**config.mk**
```make
export PLATFORM = sky130hd
export DESIGN_NAME = console_line_editor_core
export DESIGN_NICKNAME = d
export VERILOG_FILES = /design/src/rtl/cle_pkg.sv /design/src/rtl/console_line_editor_core.sv /design/src/rtl/cle_datapath.sv /design/src/rtl/cle_controller.sv
export SDC_FILE = /design/constraint.sdc
export NUM_CORES = 1
export LEC_CHECK = 0
export ABC_AREA = 1
export BUFFER_PORTS_ARGS = -buffer_cell sky130_fd_sc_hd__buf_2
export CAP_MARGIN = 40
export CORE_MARGIN = 1
export CORE_UTILIZATION = 30
export CTS_CLUSTER_DIAMETER = 120
export DETAILED_ROUTE_END_ITERATION = 7
export PLACE_DENSITY = 0.42
export SYNTH_ARGS = -nofsm -noshare
export SYNTH_HDL_FRONTEND = slang
export SYNTH_HIERARCHICAL = 1
export SYNTH_SLANG_ARGS = --single-unit
```
**constraint.sdc**
```tcl
create_clock -name clk -period 5.2 [get_ports clk]
set_input_delay 1.04 -clock clk [delete_from_list [all_inputs] [get_ports clk]]
set_output_delay 1.04 -clock clk [all_outputs]
set_load 0.05 [all_outputs]
```
**src/rtl/cle_pkg.sv**
```systemverilog
`timescale 1ns / 1ps
// ----------------------------------------------------------------------------
// cle_pkg: shared types and constants of the console line editor
// Result kinds, control byte codes and the command and status bundles that
// pass between the controller and the datapath.
// ----------------------------------------------------------------------------
package cle_pkg;

	// default maximum line length, line store holds one entry less
	localparam int LINE_MAX_DEF = 32;

	// result kinds
	localparam logic [2:0] KIND_ECHO     = 3'd0;
	localparam logic [2:0] KIND_LINE     = 3'd1;
	localparam logic [2:0] KIND_DONE     = 3'd2;
	localparam logic [2:0] KIND_CANCEL   = 3'd3;
	localparam logic [2:0] KIND_EXIT     = 3'd4;
	localparam logic [2:0] KIND_OVERFLOW = 3'd5;

	// console byte codes
	localparam logic [7:0] CH_CTRL_C   = 8'd3;
	localparam logic [7:0] CH_CTRL_D   = 8'd4;
	localparam logic [7:0] CH_BS       = 8'd8;
	localparam logic [7:0] CH_LF       = 8'd10;
	localparam logic [7:0] CH_CR       = 8'd13;
	localparam logic [7:0] CH_SPACE    = 8'd32;
	localparam logic [7:0] CH_CARET    = 8'd94;
	localparam logic [7:0] CH_UPPER_C  = 8'd67;
	localparam logic [7:0] CH_TILDE    = 8'd126;
	localparam logic [7:0] CH_DEL      = 8'd127;

	// source of the tx_byte field of a result word
	typedef enum logic [1:0] {
		TX_ZERO,
		TX_CONST,
		TX_RX,
		TX_STORE
	} tx_sel_t;

	// controller to datapath
	typedef struct packed {
		logic       rx_load;   // latch the accepted input word
		logic       store_wr;  // write rx byte at the cursor
		logic       cur_inc;
		logic       cur_dec;
		logic       cur_clear;
		logic       rd_clear;  // restart the line readout
		logic       rd_issue;  // read the store at the readout index
		logic       rd_inc;
		logic       out_load;  // load the output word register
		logic [2:0] kind;
		tx_sel_t    tx_sel;
		logic [7:0] tx_const;
		logic       use_len;   // line_length carries the cursor
		logic       last;
	} cmd_t;

	// datapath to controller
	typedef struct packed {
		logic is_eol;
		logic is_erase;
		logic is_intr;
		logic is_eof;
		logic is_print;
		logic cursor_zero;
		logic cursor_full;
		logic rd_last;
		logic out_free;
	} status_t;

endpackage

```
**src/rtl/console_line_editor_core.sv**
```systemverilog
`timescale 1ns / 1ps
// Flow: an accepted input word is registered and decoded in a decode state; its
// result words then leave through the output register, one result word per cycle
// while the output is not stalled, each line byte by a store read then a load; the
// next input word is taken only once every result word of the last one is loaded.
// Reset: arst_n clears the state machine, cursor and output valid; line store
// contents are not cleared.
// ----------------------------------------------------------------------------
// console_line_editor_core: console line editor top level
// Takes received console bytes, edits a line in a small store and emits echo,
// line and status words through a registered output.
// ----------------------------------------------------------------------------
module console_line_editor_core #(
	parameter int LINE_MAX = cle_pkg::LINE_MAX_DEF
) (
	input  logic       clk,
	input  logic       arst_n,
	input  logic       in_valid,
	output logic       in_stall,
	input  logic [7:0] rx_byte,
	output logic       out_valid,
	input  logic       out_stall,
	output logic [2:0] kind,
	output logic [7:0] tx_byte,
	output logic [4:0] line_length,
	output logic       last
);

	cle_pkg::cmd_t    cmd;
	cle_pkg::status_t sts;

	// sequencer
	cle_controller u_ctrl (
		.clk      (clk),
		.arst_n   (arst_n),
		.in_valid (in_valid),
		.in_stall (in_stall),
		.sts      (sts),
		.cmd      (cmd)
	);

	// line store and output word
	cle_datapath #(
		.LINE_MAX (LINE_MAX)
	) u_dp (
		.clk         (clk),
		.arst_n      (arst_n),
		.rx_byte     (rx_byte),
		.cmd         (cmd),
		.sts         (sts),
		.out_stall   (out_stall),
		.out_valid   (out_valid),
		.kind        (kind),
		.tx_byte     (tx_byte),
		.line_length (line_length),
		.last        (last)
	);

	// an accepted word blocks the input until its results are issued
	a_busy_after_accept: assert property (@(posedge clk) disable iff (!arst_n)
		in_valid && !in_stall |=> in_stall)
		else $error("input not blocked after accepting a word");

	// a full line never survives to the next input word
	a_cursor_in_range: assert property (@(posedge clk) disable iff (!arst_n)
		!in_stall |-> !sts.cursor_full)
		else $error("cursor at line limit while idle");

	// status kinds carry no byte
	a_status_zero_byte: assert property (@(posedge clk) disable iff (!arst_n)
		out_valid && kind != cle_pkg::KIND_ECHO && kind != cle_pkg::KIND_LINE
		|-> tx_byte == 8'd0 && last)
		else $error("status word with byte or not last");

	// only line done carries a length
	a_len_only_done: assert property (@(posedge clk) disable iff (!arst_n)
		out_valid && kind != cle_pkg::KIND_DONE |-> line_length == 5'd0)
		else $error("length on a word other than line done");

endmodule

```
**src/rtl/cle_datapath.sv**
```systemverilog
`timescale 1ns / 1ps
// ----------------------------------------------------------------------------
// cle_datapath: line store, cursor and output word register
// Holds the received byte, the line memory with its readout index, the
// cursor and the registered result word; reports byte class and counters.
// ----------------------------------------------------------------------------
module cle_datapath #(
	parameter int LINE_MAX = cle_pkg::LINE_MAX_DEF
) (
	input  logic              clk,
	input  logic              arst_n,
	input  logic [7:0]        rx_byte,
	input  cle_pkg::cmd_t     cmd,
	output cle_pkg::status_t  sts,
	input  logic              out_stall,
	output logic              out_valid,
	output logic [2:0]        kind,
	output logic [7:0]        tx_byte,
	output logic [4:0]        line_length,
	output logic              last
);

	localparam int DEPTH = LINE_MAX - 1;
	localparam int CW    = $clog2(LINE_MAX);
	localparam int AW    = (DEPTH > 1) ? $clog2(DEPTH) : 1;

	logic [7:0]      rx_q;
	logic [CW-1:0]   cursor_q;
	logic [CW-1:0]   rd_q;
	logic [6:0]      rd_data_q;
	logic [6:0]      store_mem [0:DEPTH-1];
	logic            out_valid_q;
	logic [2:0]      kind_q;
	logic [7:0]      tx_q;
	logic [4:0]      len_q;
	logic            last_q;
	logic [CW+4:0]   cursor_ext;
	logic [7:0]      tx_d;

	// received byte
	always_ff @(posedge clk) begin
		if (cmd.rx_load) begin
			rx_q <= rx_byte;
		end
	end

	// cursor and readout index
	always_ff @(posedge clk or negedge arst_n) begin
		if (!arst_n) begin
			cursor_q <= '0;
			rd_q     <= '0;
		end else begin
			if (cmd.cur_clear) begin
				cursor_q <= '0;
			end else if (cmd.cur_dec) begin
				cursor_q <= cursor_q - CW'(1);
			end else if (cmd.cur_inc) begin
				cursor_q <= cursor_q + CW'(1);
			end
			if (cmd.rd_clear) begin
				rd_q <= '0;
			end else if (cmd.rd_inc) begin
				rd_q <= rd_q + CW'(1);
			end
		end
	end

	// byte class, counters and output room
	always_comb begin
		sts.is_eol      = (rx_q == cle_pkg::CH_CR) || (rx_q == cle_pkg::CH_LF);
		sts.is_erase    = (rx_q == cle_pkg::CH_BS) || (rx_q == cle_pkg::CH_DEL);
		sts.is_intr     = (rx_q == cle_pkg::CH_CTRL_C);
		sts.is_eof      = (rx_q == cle_pkg::CH_CTRL_D);
		sts.is_print    = (rx_q >= cle_pkg::CH_SPACE) && (rx_q <= cle_pkg::CH_TILDE);
		sts.cursor_zero = (cursor_q == '0);
		sts.cursor_full = (cursor_q == CW'(DEPTH));
		sts.rd_last     = ((rd_q + CW'(1)) == cursor_q);
		sts.out_free    = !out_valid_q || !out_stall;
	end

	// line memory, one write and one registered read port
	always_ff @(posedge clk) begin
		if (cmd.store_wr) begin
			store_mem[cursor_q[AW-1:0]] <= rx_q[6:0];
		end
		if (cmd.rd_issue) begin
			rd_data_q <= store_mem[rd_q[AW-1:0]];
		end
	end

	// result word fields
	assign cursor_ext = {5'd0, cursor_q};

	always_comb begin
		case (cmd.tx_sel)
			cle_pkg::TX_CONST: tx_d = cmd.tx_const;
			cle_pkg::TX_RX:    tx_d = rx_q;
			cle_pkg::TX_STORE: tx_d = {1'b0, rd_data_q};
			default:           tx_d = 8'd0;
		endcase
	end

	// output word register
	always_ff @(posedge clk or negedge arst_n) begin
		if (!arst_n) begin
			out_valid_q <= 1'b0;
		end else if (cmd.out_load) begin
			out_valid_q <= 1'b1;
		end else if (!out_stall) begin
			out_valid_q <= 1'b0;
		end
	end

	always_ff @(posedge clk) begin
		if (cmd.out_load) begin
			kind_q <= cmd.kind;
			tx_q   <= tx_d;
			len_q  <= cmd.use_len ? cursor_ext[4:0] : 5'd0;
			last_q <= cmd.last;
		end
	end

	assign out_valid   = out_valid_q;
	assign kind        = kind_q;
	assign tx_byte     = tx_q;
	assign line_length = len_q;
	assign last        = last_q;

endmodule

```
**src/rtl/cle_controller.sv**
```systemverilog
`timescale 1ns / 1ps
// ----------------------------------------------------------------------------
// cle_controller: sequencer of the console line editor
// Accepts one byte, decodes it and steps through the result words it
// causes, one word per state, waiting while a stall holds the output word.
// ----------------------------------------------------------------------------
module cle_controller (
	input  logic              clk,
	input  logic              arst_n,
	input  logic              in_valid,
	output logic              in_stall,
	input  cle_pkg::status_t  sts,
	output cle_pkg::cmd_t     cmd
);

	typedef enum logic [4:0] {
		S_IDLE,
		S_DECODE,
		S_EOL_NL,
		S_LINE_ADDR,
		S_LINE_EMIT,
		S_DONE,
		S_BS1,
		S_BS2,
		S_BS3,
		S_CC1,
		S_CC2,
		S_CC3,
		S_CC4,
		S_CC5,
		S_EOF1,
		S_EOF2,
		S_PR_ECHO,
		S_PR_OVF
	} state_t;

	state_t state_q;
	state_t state_d;

	// constant echo word
	function automatic cle_pkg::cmd_t echo_const(input logic [7:0] ch, input logic lst);
		cle_pkg::cmd_t c;
		c          = '0;
		c.out_load = 1'b1;
		c.kind     = cle_pkg::KIND_ECHO;
		c.tx_sel   = cle_pkg::TX_CONST;
		c.tx_const = ch;
		c.last     = lst;
		return c;
	endfunction

	// status word with zero tx byte
	function automatic cle_pkg::cmd_t status_word(input logic [2:0] k);
		cle_pkg::cmd_t c;
		c          = '0;
		c.out_load = 1'b1;
		c.kind     = k;
		c.tx_sel   = cle_pkg::TX_ZERO;
		c.last     = 1'b1;
		return c;
	endfunction

	assign in_stall = (state_q != S_IDLE);

	// next state and commands
	always_comb begin
		cmd     = '0;
		state_d = state_q;
		case (state_q)
			S_IDLE: begin
				if (in_valid) begin
					cmd.rx_load = 1'b1;
					state_d     = S_DECODE;
				end
			end
			S_DECODE: begin
				if (sts.is_eol) begin
					state_d = S_EOL_NL;
				end else if (sts.is_erase) begin
					if (!sts.cursor_zero) begin
						cmd.cur_dec = 1'b1;
						state_d     = S_BS1;
					end else begin
						state_d = S_IDLE;
					end
				end else if (sts.is_intr) begin
					cmd.cur_clear = 1'b1;
					state_d       = S_CC1;
				end else if (sts.is_eof) begin
					state_d = sts.cursor_zero ? S_EOF1 : S_IDLE;
				end else if (sts.is_print) begin
					cmd.store_wr = 1'b1;
					cmd.cur_inc  = 1'b1;
					state_d      = S_PR_ECHO;
				end else begin
					state_d = S_IDLE;
				end
			end
			// end of line: newline, stored bytes, length
			S_EOL_NL: begin
				if (sts.out_free) begin
					cmd          = echo_const(cle_pkg::CH_LF, 1'b0);
					cmd.rd_clear = 1'b1;
					state_d      = sts.cursor_zero ? S_DONE : S_LINE_ADDR;
				end
			end
			S_LINE_ADDR: begin
				cmd.rd_issue = 1'b1;
				state_d      = S_LINE_EMIT;
			end
			S_LINE_EMIT: begin
				if (sts.out_free) begin
					cmd.out_load = 1'b1;
					cmd.kind     = cle_pkg::KIND_LINE;
					cmd.tx_sel   = cle_pkg::TX_STORE;
					cmd.rd_inc   = 1'b1;
					state_d      = sts.rd_last ? S_DONE : S_LINE_ADDR;
				end
			end
			S_DONE: begin
				if (sts.out_free) begin
					cmd           = status_word(cle_pkg::KIND_DONE);
					cmd.use_len   = 1'b1;
					cmd.cur_clear = 1'b1;
					state_d       = S_IDLE;
				end
			end
			// erase: back, space, back
			S_BS1: begin
				if (sts.out_free) begin
					cmd     = echo_const(cle_pkg::CH_BS, 1'b0);
					state_d = S_BS2;
				end
			end
			S_BS2: begin
				if (sts.out_free) begin
					cmd     = echo_const(cle_pkg::CH_SPACE, 1'b0);
					state_d = S_BS3;
				end
			end
			S_BS3: begin
				if (sts.out_free) begin
					cmd     = echo_const(cle_pkg::CH_BS, 1'b1);
					state_d = S_IDLE;
				end
			end
			// interrupt: newline, caret, C, newline, cancel
			S_CC1: begin
				if (sts.out_free) begin
					cmd     = echo_const(cle_pkg::CH_LF, 1'b0);
					state_d = S_CC2;
				end
			end
			S_CC2: begin
				if (sts.out_free) begin
					cmd     = echo_const(cle_pkg::CH_CARET, 1'b0);
					state_d = S_CC3;
				end
			end
			S_CC3: begin
				if (sts.out_free) begin
					cmd     = echo_const(cle_pkg::CH_UPPER_C, 1'b0);
					state_d = S_CC4;
				end
			end
			S_CC4: begin
				if (sts.out_free) begin
					cmd     = echo_const(cle_pkg::CH_LF, 1'b0);
					state_d = S_CC5;
				end
			end
			S_CC5: begin
				if (sts.out_free) begin
					cmd     = status_word(cle_pkg::KIND_CANCEL);
					state_d = S_IDLE;
				end
			end
			// end of input on an empty line
			S_EOF1: begin
				if (sts.out_free) begin
					cmd     = echo_const(cle_pkg::CH_LF, 1'b0);
					state_d = S_EOF2;
				end
			end
			S_EOF2: begin
				if (sts.out_free) begin
					cmd     = status_word(cle_pkg::KIND_EXIT);
					state_d = S_IDLE;
				end
			end
			// printable: echo, then overflow when the line is full
			S_PR_ECHO: begin
				if (sts.out_free) begin
					cmd.out_load = 1'b1;
					cmd.kind     = cle_pkg::KIND_ECHO;
					cmd.tx_sel   = cle_pkg::TX_RX;
					cmd.last     = !sts.cursor_full;
					state_d      = sts.cursor_full ? S_PR_OVF : S_IDLE;
				end
			end
			S_PR_OVF: begin
				if (sts.out_free) begin
					cmd           = status_word(cle_pkg::KIND_OVERFLOW);
					cmd.cur_clear = 1'b1;
					state_d       = S_IDLE;
				end
			end
			default: begin
				state_d = S_IDLE;
			end
		endcase
	end

	// state register
	always_ff @(posedge clk or negedge arst_n) begin
		if (!arst_n) begin
			state_q <= S_IDLE;
		end else begin
			state_q <= state_d;
		end
	end

endmodule

```
# Yosys cells after proc, flatten, opt, wreduce, memory -nomap -nowiden
# Memory sizes are Yosys's and may differ from the RTL's. A register that Yosys moved wholly into a read port is not among the register bits.
# Index checks and enable logic that the tools add are counted.
[totals]
n_memories = 1
reg_bits = 41
out_inout_bits = 19
in_bits = 12
mem_bits_rw = 217
wordCells = 136
[mem_list]
columns = ["name", "words", "width", "rd", "rd_clocked_by_memory_dff", "write_ports", "line", "rtl"]
rows = [
  ["u_dp.store_mem", 31, 7, 1, 1, 1, "cle_datapath.sv:31", "logic [6:0] store_mem [0:DEPTH-1];"],
]
[op_classes]
n_eq_ne = 41
muxes = 65
n_reduce_logical = 15
n_lt_le_gt_ge = 2
n_addsub = 3
[op_table]
columns = ["cell", "n"]
rows = [
  ["2-to-1 mux 16 bit", 8],
  ["2-to-1 mux 5 bit", 23],
  ["one-hot mux 9 bit (11 select lines)", 1],
  ["one-hot mux 6 bit (13 select lines)", 1],
  ["one-hot mux 5 bit (14 select lines)", 1],
  ["one-hot mux 1 bit (12 select lines)", 4],
  ["one-hot mux 4 bit (12 select lines)", 1],
  ["equality test 5 x 4 -> 1 bit (second input constant)", 8],
  ["2-to-1 mux 20 bit", 2],
  ["equality test 8 x 4 -> 1 bit (second input constant)", 3],
  ["one-hot mux 8 bit (3 select lines)", 1],
  ["!= test 2 bit (second input constant)", 11],
  ["equality test 5 x 3 -> 1 bit (second input constant)", 4],
  ["2-to-1 mux 19 bit", 1],
  ["equality test 5 bit (second input constant)", 3],
  ["AND reduction 12 bit", 1],
  ["one-hot mux 1 bit (11 select lines)", 1],
  ["adder 5 x 1 -> 5 bit (second input constant)", 2],
  ["equality test 5 x 2 -> 1 bit (second input constant)", 2],
  ["logical NOT 5 bit", 2],
  ["2-to-1 mux 1 bit", 10],
  ["2-to-1 mux 3 bit", 3],
  ["equality test 8 x 2 -> 1 bit (second input constant)", 1],
  ["equality test 8 x 3 -> 1 bit (second input constant)", 1],
  ["other kinds (21)", 31],
]

# Logic depth before layout (Yosys ltp)
# Gate-level depths: netlist of the first run.
[logic_depth]
depth_word = 11
ltp_mapped = 14

# Hierarchy
# The synthesis of the first run kept the hierarchy.
[by_module_without_submodules]
columns = ["mod", "n_inst", "cells_per_inst", "seq_area_each_um2", "area_per_inst_um2"]
rows = [
  ["cle_datapath", 1, 1068, 7752.4, 11314.6],
  ["cle_controller", 1, 156, 125.1, 874.6],
]

# Worst setup path after synthesis of the first run
# No wires, ideal clock.
[synth_timing]
kind = "reg-to-reg"
startpoint = "register u_dp.rx_q[2]"
endpoint = "register u_dp.cursor_q[4]"
path_slack_ns = 2.088
path_stages_with_launch = 12
t_arrival_ns = 2.985
setup_ns = 0.127
required_time_ns = 5.073
path_cell_list = "edfxtp_1 > inv_1 > nor3_1 > nand4_1 > o22ai_1 > inv_1 > nor3_1 > inv_1 > fa_1 > o21ai_0 > xor2_1 > o22ai_1"
[synth_lines]
columns = ["element", "line", "rtl"]
rows = [
  ["from (decl)", "cle_datapath.sv:27", "logic [7:0] rx_q;"],
  ["from (signal assigned)", "cle_datapath.sv:43", "rx_q <= rx_byte;"],
  ["to (signal assigned)", "cle_datapath.sv:56", "cursor_q <= cursor_q - CW'(1);"],
  ["to (signal assigned)", "cle_datapath.sv:58", "cursor_q <= cursor_q + CW'(1);"],
  ["to (decl)", "cle_datapath.sv:28", "logic [CW-1:0] cursor_q;"],
]

==> impl_metrics.toml, run 1 <==
[routing]
vias = 8225
drc_errors = 0
post_drt_wl_per_cell_um = 18.39
viasPerCell = 4.585
ant_nets = 0
routed_wirelength_um = 33000
dr.first_iter.drc_count = 570
firstDrtPassIters = 5

[placement]
place_ws_ns = 1.433
port_buffers = 30
place_hpwl_um = 21430
gp_congestion = 0.8024
dpl_cell_area_um2 = 12760

[setup_path]
crit_type = "reg -> reg"
cp-start-kind = "flop"
worstPathArrival_ns = 3.93
path_max_fanout = 18
endpoint_kind = "flop"
required_ns = 5.40

[grt]
busiest_layer = "met2"
first_global_vias = 8135
grt-ovfl-total = 0
grt_max_degree = 61
met3_usage = 0.02493
gr-usage-met2 = 0.2669
met1_usage = 0.2238
grtUsageTotal = 0.1622
grt_pass1_wl_um = 50150
antenna_found_initial = 0

[floorplan]
start_util = 0.3054
die_area_um2 = 41440
coreArea_um2 = 39910
ios = 31
die_w_um = 203.6
die_h_um = 203.6
rows = 73

[finish]
nets = 1262
fillCellCount = 4079
drive_gt1_frac = 0.08668
seqCellArea_um2 = 7881
multi_input_area_um2 = 3357
area_growth_pct = 12.76
diodes = 0
final_area_um2 = 13740

[yosys]
yosysMostFrequentCell = "nand2_1"
synthTopCellsByArea = "edfxtp_1 (61%), nand2_1 (12%), nand3_1 (6.9%)"
synth_nets = 1241
synth_top_area_share = 0.6134
ys_seq_area_frac = 0.6463
ys.flop_type = "edfxtp_1"
yosys_warnings = 6
synth_commonest_cells = "nand2_1 (395), edfxtp_1 (249), nand3_1 (169), inv_1 (149), nor2_1 (92)"
syn-mean-instance-area_um2 = 9.958
yosysTopAreaCell = "edfxtp_1"
synthesis.area_um2 = 12190
synth_edf_count = 249
ys_seq_elements = 265
netlist_instances = 1224
yosysUniqueCellTypes = 38
async_flop_share = 0.06038

[timing]
slew_viol_final = 0
rsz0062_at_grt = "false"
setup_viol = 0
hold_viol = 0
period_share = 0.7186
fin_skew_ns = 0.01317
relSlewSlack = 0.4166
setup_tns_ns = 0
tightest_slew_ns = 0.8752
layout_min_cycle_time_ns = 3.737
hold_slack_ns = 0.4061
fin_ws_ns = 1.463
fmax_mhz = 267.6

[pwr]
p_leak_nw = 5.616
p_per_area_nw_per_um2 = 501.8
ir_drop_v = 0.0002482

[cts]
root_buffer = "clkbuf_16"
postCtsSetupBuffers = 0
clock_sinks = 265
clkTransAtPathRegs_ns = 0.06
cts_hold_repair.buffers = 0
cts_max_path_buffers = 3
htree_levels = 1
numCtsBuffers = 30
cts_resized = 0
cts_tree = "done"
clk_latency_ns = 0.56

[flow_run]
drv_cap = 0

[outcome]
status = "finished clean"

[hold_path]
hp-class = "in -> async"
-- worst max-delay path, stage by stage (launching register included) --
cell and delay, ns:
edfxtp_1 0.92, inv_1 0.15, nand3_1 0.20, o22ai_1 0.17
nor2_1 0.17, nand3b_1 0.11, nor2_1 0.27, nand3_1 0.65
nor2_1 0.72
-- cells by family (layout without fill, tap and decap cells) --
logic type / Yosys count / count (layout) / synth area share
adders and majority gates: 5 / 5 / 0.005749
AOI/OAI and AO/OA: 39 / 39 / 0.02012
DFF: 265 / 265 / 0.6463
xor gates and xnor gates: 8 / 8 / 0.005749
other: 1 / 1 / 0.0003076
buffers and inverters: 208 / 253 / 0.07832
and+or+nand+nor: 698 / 698 / 0.2435
-- power by group --
group | switching (W) | internal (W) | total [W]
Combinational | 0.00148 | 0.000462 | 0.00194
Sequential | 0.000189 | 0.00264 | 0.00283
Clock | 0.000840 | 0.00128 | 0.00212
-- layer usage --
layer | part of all wire | routed length (um) | vias to the layer above
met2 | 0.48 | 15700 | 152
li1 | - | - | 4077
met3 | 0.045 | 1475 | 34
met1 | 0.47 | 15360 | 3962
met4 | 0.014 | 463 | 0
met5 | 0 | 0 | -
-- cells in the final DEF (no fill, tap or decap), types with 3 or more instances in the layout --
master	instances
buf_2	30
nand3_1	169
a21oi_1	8
clkinv_1	8
clkbuf_1	7
o22ai_1	10
nand4_1	8
bufinv_16	4
buf_4	12
inv_2	3
or2_1	7
ha_1	4
xor2_1	7
clkbuf_16	31
o21ai_0	11
nand2_1	395
nor2_2	5
inv_1	149
clkinv_2	5
edfxtp_1	249
nand2_2	3
nand3_2	3
nor2_1	92
o211ai_1	5
dfrtp_1	15
nor3_1	5
-- final cells by class --
class                      count  area share
tap                          525     0.04779
timing repair buffer          44     0.02094
clock inverter                18     0.01329
multi-input combinational    751      0.2442
sequential                   265      0.5734
clock buffer                  38     0.05835
inverter                     153     0.04197
-- per-stage QoR --
step                      utilization  cells  total power, W
after floorplan                     -   1224        0.004228
after global routing           0.3443   1794        0.007280
after CTS                      0.3443   1794        0.006987
final                          0.3443   1794        0.006897
after detailed placement       0.3197   1738        0.004847
after global placement         0.3185   1736        0.004841
-- state kept, by name, summed over array words and instances (netlist names) --
signal,count
u_dp/cursor_q,5
u_dp/rd_q,5
u_dp/last,1
u_dp/line_length,5
u_dp/rx_q,8
u_dp/kind,3
u_dp/store_mem,217
u_dp/tx_byte,8
u_ctrl/state_q,5
u_dp/rd_data_q,7
u_dp/out_valid,1
-- worst paths after layout --
check	end	slack [ns]	depth (start not counted)	from
max in group asynchronous	u_dp/rd_q[0]	4.46	1	arst_n
min in group clk	u_dp/tx_byte[3]	0.56	2	u_dp/rd_data_q[3]
hold / removal	u_dp/out_valid	0.41	1	arst_n
hold reg to reg	u_dp/tx_byte[3]	0.56	2	u_dp/rd_data_q[3]
setup reg to reg	u_dp/store_mem[4][6]	1.46	8	u_dp/rx_q[4]
setup / recovery	u_dp/store_mem[4][6]	1.46	8	u_dp/rx_q[4]
Power figures use the tool's default switching activity.
==> inputs of run 2 (changes only) <==
--- a/config.mk
+++ b/config.mk
@@ -5,14 +5,14 @@
 export SDC_FILE = /design/constraint.sdc
 export NUM_CORES = 1
 export LEC_CHECK = 0
-export ABC_AREA = 1
+export ABC_AREA = 0
 export BUFFER_PORTS_ARGS = -buffer_cell sky130_fd_sc_hd__buf_2
 export CAP_MARGIN = 40
 export CORE_MARGIN = 1
 export CORE_UTILIZATION = 30
 export CTS_CLUSTER_DIAMETER = 120
 export DETAILED_ROUTE_END_ITERATION = 7
-export PLACE_DENSITY = 0.42
+export PLACE_DENSITY = 0.44
 export SYNTH_ARGS = -nofsm -noshare
 export SYNTH_HDL_FRONTEND = slang
 export SYNTH_HIERARCHICAL = 1
==> constraint.sdc (replaced) <==
create_clock -name clk -period 3.26 [get_ports clk]
set_input_delay 0.652 -clock clk [delete_from_list [all_inputs] [get_ports clk]]
set_output_delay 0.652 -clock clk [all_outputs]
set_load 0.05 [all_outputs]
==> impl_metrics.toml, run 2 <==
[outcome]
status = "finished clean"

[yosys]
yosysUniqueCellTypes = 60
synthesis.area_um2 = 11310
synth_commonest_cells = "edfxtp_1 (249), nor2_1 (68), mux4_2 (36), nand2_1 (30), mux2i_1 (20)"
synthTopCellsByArea = "edfxtp_1 (66%), mux4_2 (7.2%), dfrtp_1 (3.5%)"
yosys_warnings = 6
yosysTopAreaCell = "edfxtp_1"
async_flop_share = 0.06038
synth_top_area_share = 0.6608
synth_nets = 704
syn-mean-instance-area_um2 = 16.47
ys_seq_elements = 265
ys_seq_area_frac = 0.6962
ys.flop_type = "edfxtp_1"
synth_edf_count = 249
netlist_instances = 687
yosysMostFrequentCell = "edfxtp_1"

[timing]
slew_viol_final = 0
setup_viol = 0
fin_skew_ns = 0.01230
tightest_slew_ns = 0.7943
hold_slack_ns = 0.01075
rsz0062_at_grt = "false"
hold_viol = 0
relSlewSlack = 0.4705
layout_min_cycle_time_ns = 3.053
setup_tns_ns = 0
fmax_mhz = 327.6
period_share = 0.9365

[setup_path]
cp_slowest_cell = "nand3_1"
cpPeakStageDelay_ns = 0.51
endpoint_kind = "flop"
worstPathArrival_ns = 3.31
cp-start-kind = "flop"
path_cells = "buf_6, nand2_1, nor3_1, nand2b_1, o41ai_4, or3_4, nor4b_4, nand3_1, nor2_1, buf_4"
crit_type = "reg -> reg"
required_ns = 3.52
path_max_fanout = 17

[floorplan]
die_w_um = 196.2
coreArea_um2 = 36870
die_h_um = 196.2
die_area_um2 = 38500
ios = 31
rows = 70
start_util = 0.3069

[routing]
viasPerCell = 4.794
drc_errors = 0
dr.first_iter.drc_count = 467
post_drt_wl_per_cell_um = 20.83
firstDrtPassIters = 4
ant_nets = 0
routed_wirelength_um = 27060
vias = 6227

[cts]
clkTransAtPathRegs_ns = 0.06
numCtsBuffers = 29
clock_sinks = 265
cts_hold_repair.buffers = 0
cts_tree = "done"
root_buffer = "clkbuf_16"
cts_max_path_buffers = 3
htree_levels = 1
postCtsSetupBuffers = 0
clk_latency_ns = 0.56
cts_resized = 0

[finish]
nets = 790
largest_register_ffs = 217
final_common_cell = "edfxtp_1"
area_growth_pct = 17.72
final_cell_mix = "edfxtp_1 (249), nor2_1 (68), buf_4 (64)"
drive_gt1_frac = 0.2516
diodes = 0
multi_input_area_um2 = 3138
fillCellCount = 3442
seqCellArea_um2 = 7883

[grt]
busiest_layer = "met2"
gr-usage-met2 = 0.2409
first_global_vias = 6548
grtUsageTotal = 0.1435
grt_max_degree = 55
grt_pass1_wl_um = 41290
antenna_found_initial = 0
met1_usage = 0.1937
grt-ovfl-total = 0
met3_usage = 0.02304

[placement]
port_buffers = 30
place_hpwl_um = 17780
gp_congestion = 0.8198

[pwr]
p_per_area_nw_per_um2 = 781.0
p_leak_nw = 4.536
ir_drop_v = 0.0004281

[hold_path]
hp-class = "in -> async"

[flow_run]
drv_cap = 0
run 2: cells by family after synthesis:
kind of cell | after synthesis | synth area share
DFF | 265 | 0.6962
and+or+nand+nor | 172 | 0.07641
AOI/OAI and AO/OA | 102 | 0.06126
muxes | 75 | 0.1189
buffers and inverters | 52 | 0.02908
xor gates and xnor gates | 15 | 0.01161
adders and majority gates | 5 | 0.006193
other | 1 | 0.0003314
run 2: where the power goes:
group / switching, W / total [W] / internal, W / leakage [nW]
clock network: 0.00131 / 0.00323 / 0.00192 / 0.459
registers: 0.000164 / 0.00433 / 0.00416 / 2.46
logic: 0.00180 / 0.00285 / 0.00105 / 1.62
total: 0.00327 / 0.0104 / 0.00713 / 4.54
run 2: worst paths after layout:
check	slack (ns)	from	endpoint	cells past startpoint
worst max-delay path	0.21	u_dp/rx_q[4]	u_dp/store_mem[18][5]	10
worst min-delay path	0.01	arst_n	u_dp/cursor_q[0]	1
worst max register to register	0.21	u_dp/rx_q[4]	u_dp/store_mem[18][5]	10
worst min register to register	0.65	u_dp/rx_q[7]	u_dp/tx_byte[7]	2
max in group asynchronous	2.94	arst_n	u_dp/rd_q[0]	1
min in group clk	0.26	rx_byte[5]	u_dp/rx_q[5]	1
run 2: worst max-delay path: cells and delay by family (launching register included):
family	cells	cell delay [ns]
AOI/OAI and AO/OA	1	0.11
buffers and inverters	2	0.40
DFF	1	0.43
and+or+nand+nor	7	1.83
run 2: area by class of cell:
type	instances	share of cell area
inverters	10	0.002818
multi-input cells	370	0.2356
well taps	504	0.04735
repair buffers	97	0.05120
flip-flops and latches	265	0.5918
clock inverters	16	0.01296
clock buffers	37	0.05824
run 2: metal layers:
layer	vias to the layer above	part of all wire
met2	146	0.48
met3	49	0.036
met5	-	0
met4	0	0.024
li1	2870	-
met1	3162	0.46
run 2: metrics by stage:
stage	area (um2)	cells	power [W]	util	worst slack (ns)
3_3_place_gp	12350	1246	0.007247	0.3349	0.2553
2_1_floorplan	11330	687	0.006436	-	0.1056
3_5_place_dp	12350	1246	0.007269	0.3349	0.1715
6_report	13320	1299	0.01040	0.3612	0.2071
5_1_grt	13320	1299	0.01088	0.3612	0.01168
4_1_cts	13300	1299	0.01053	0.3606	0.1643
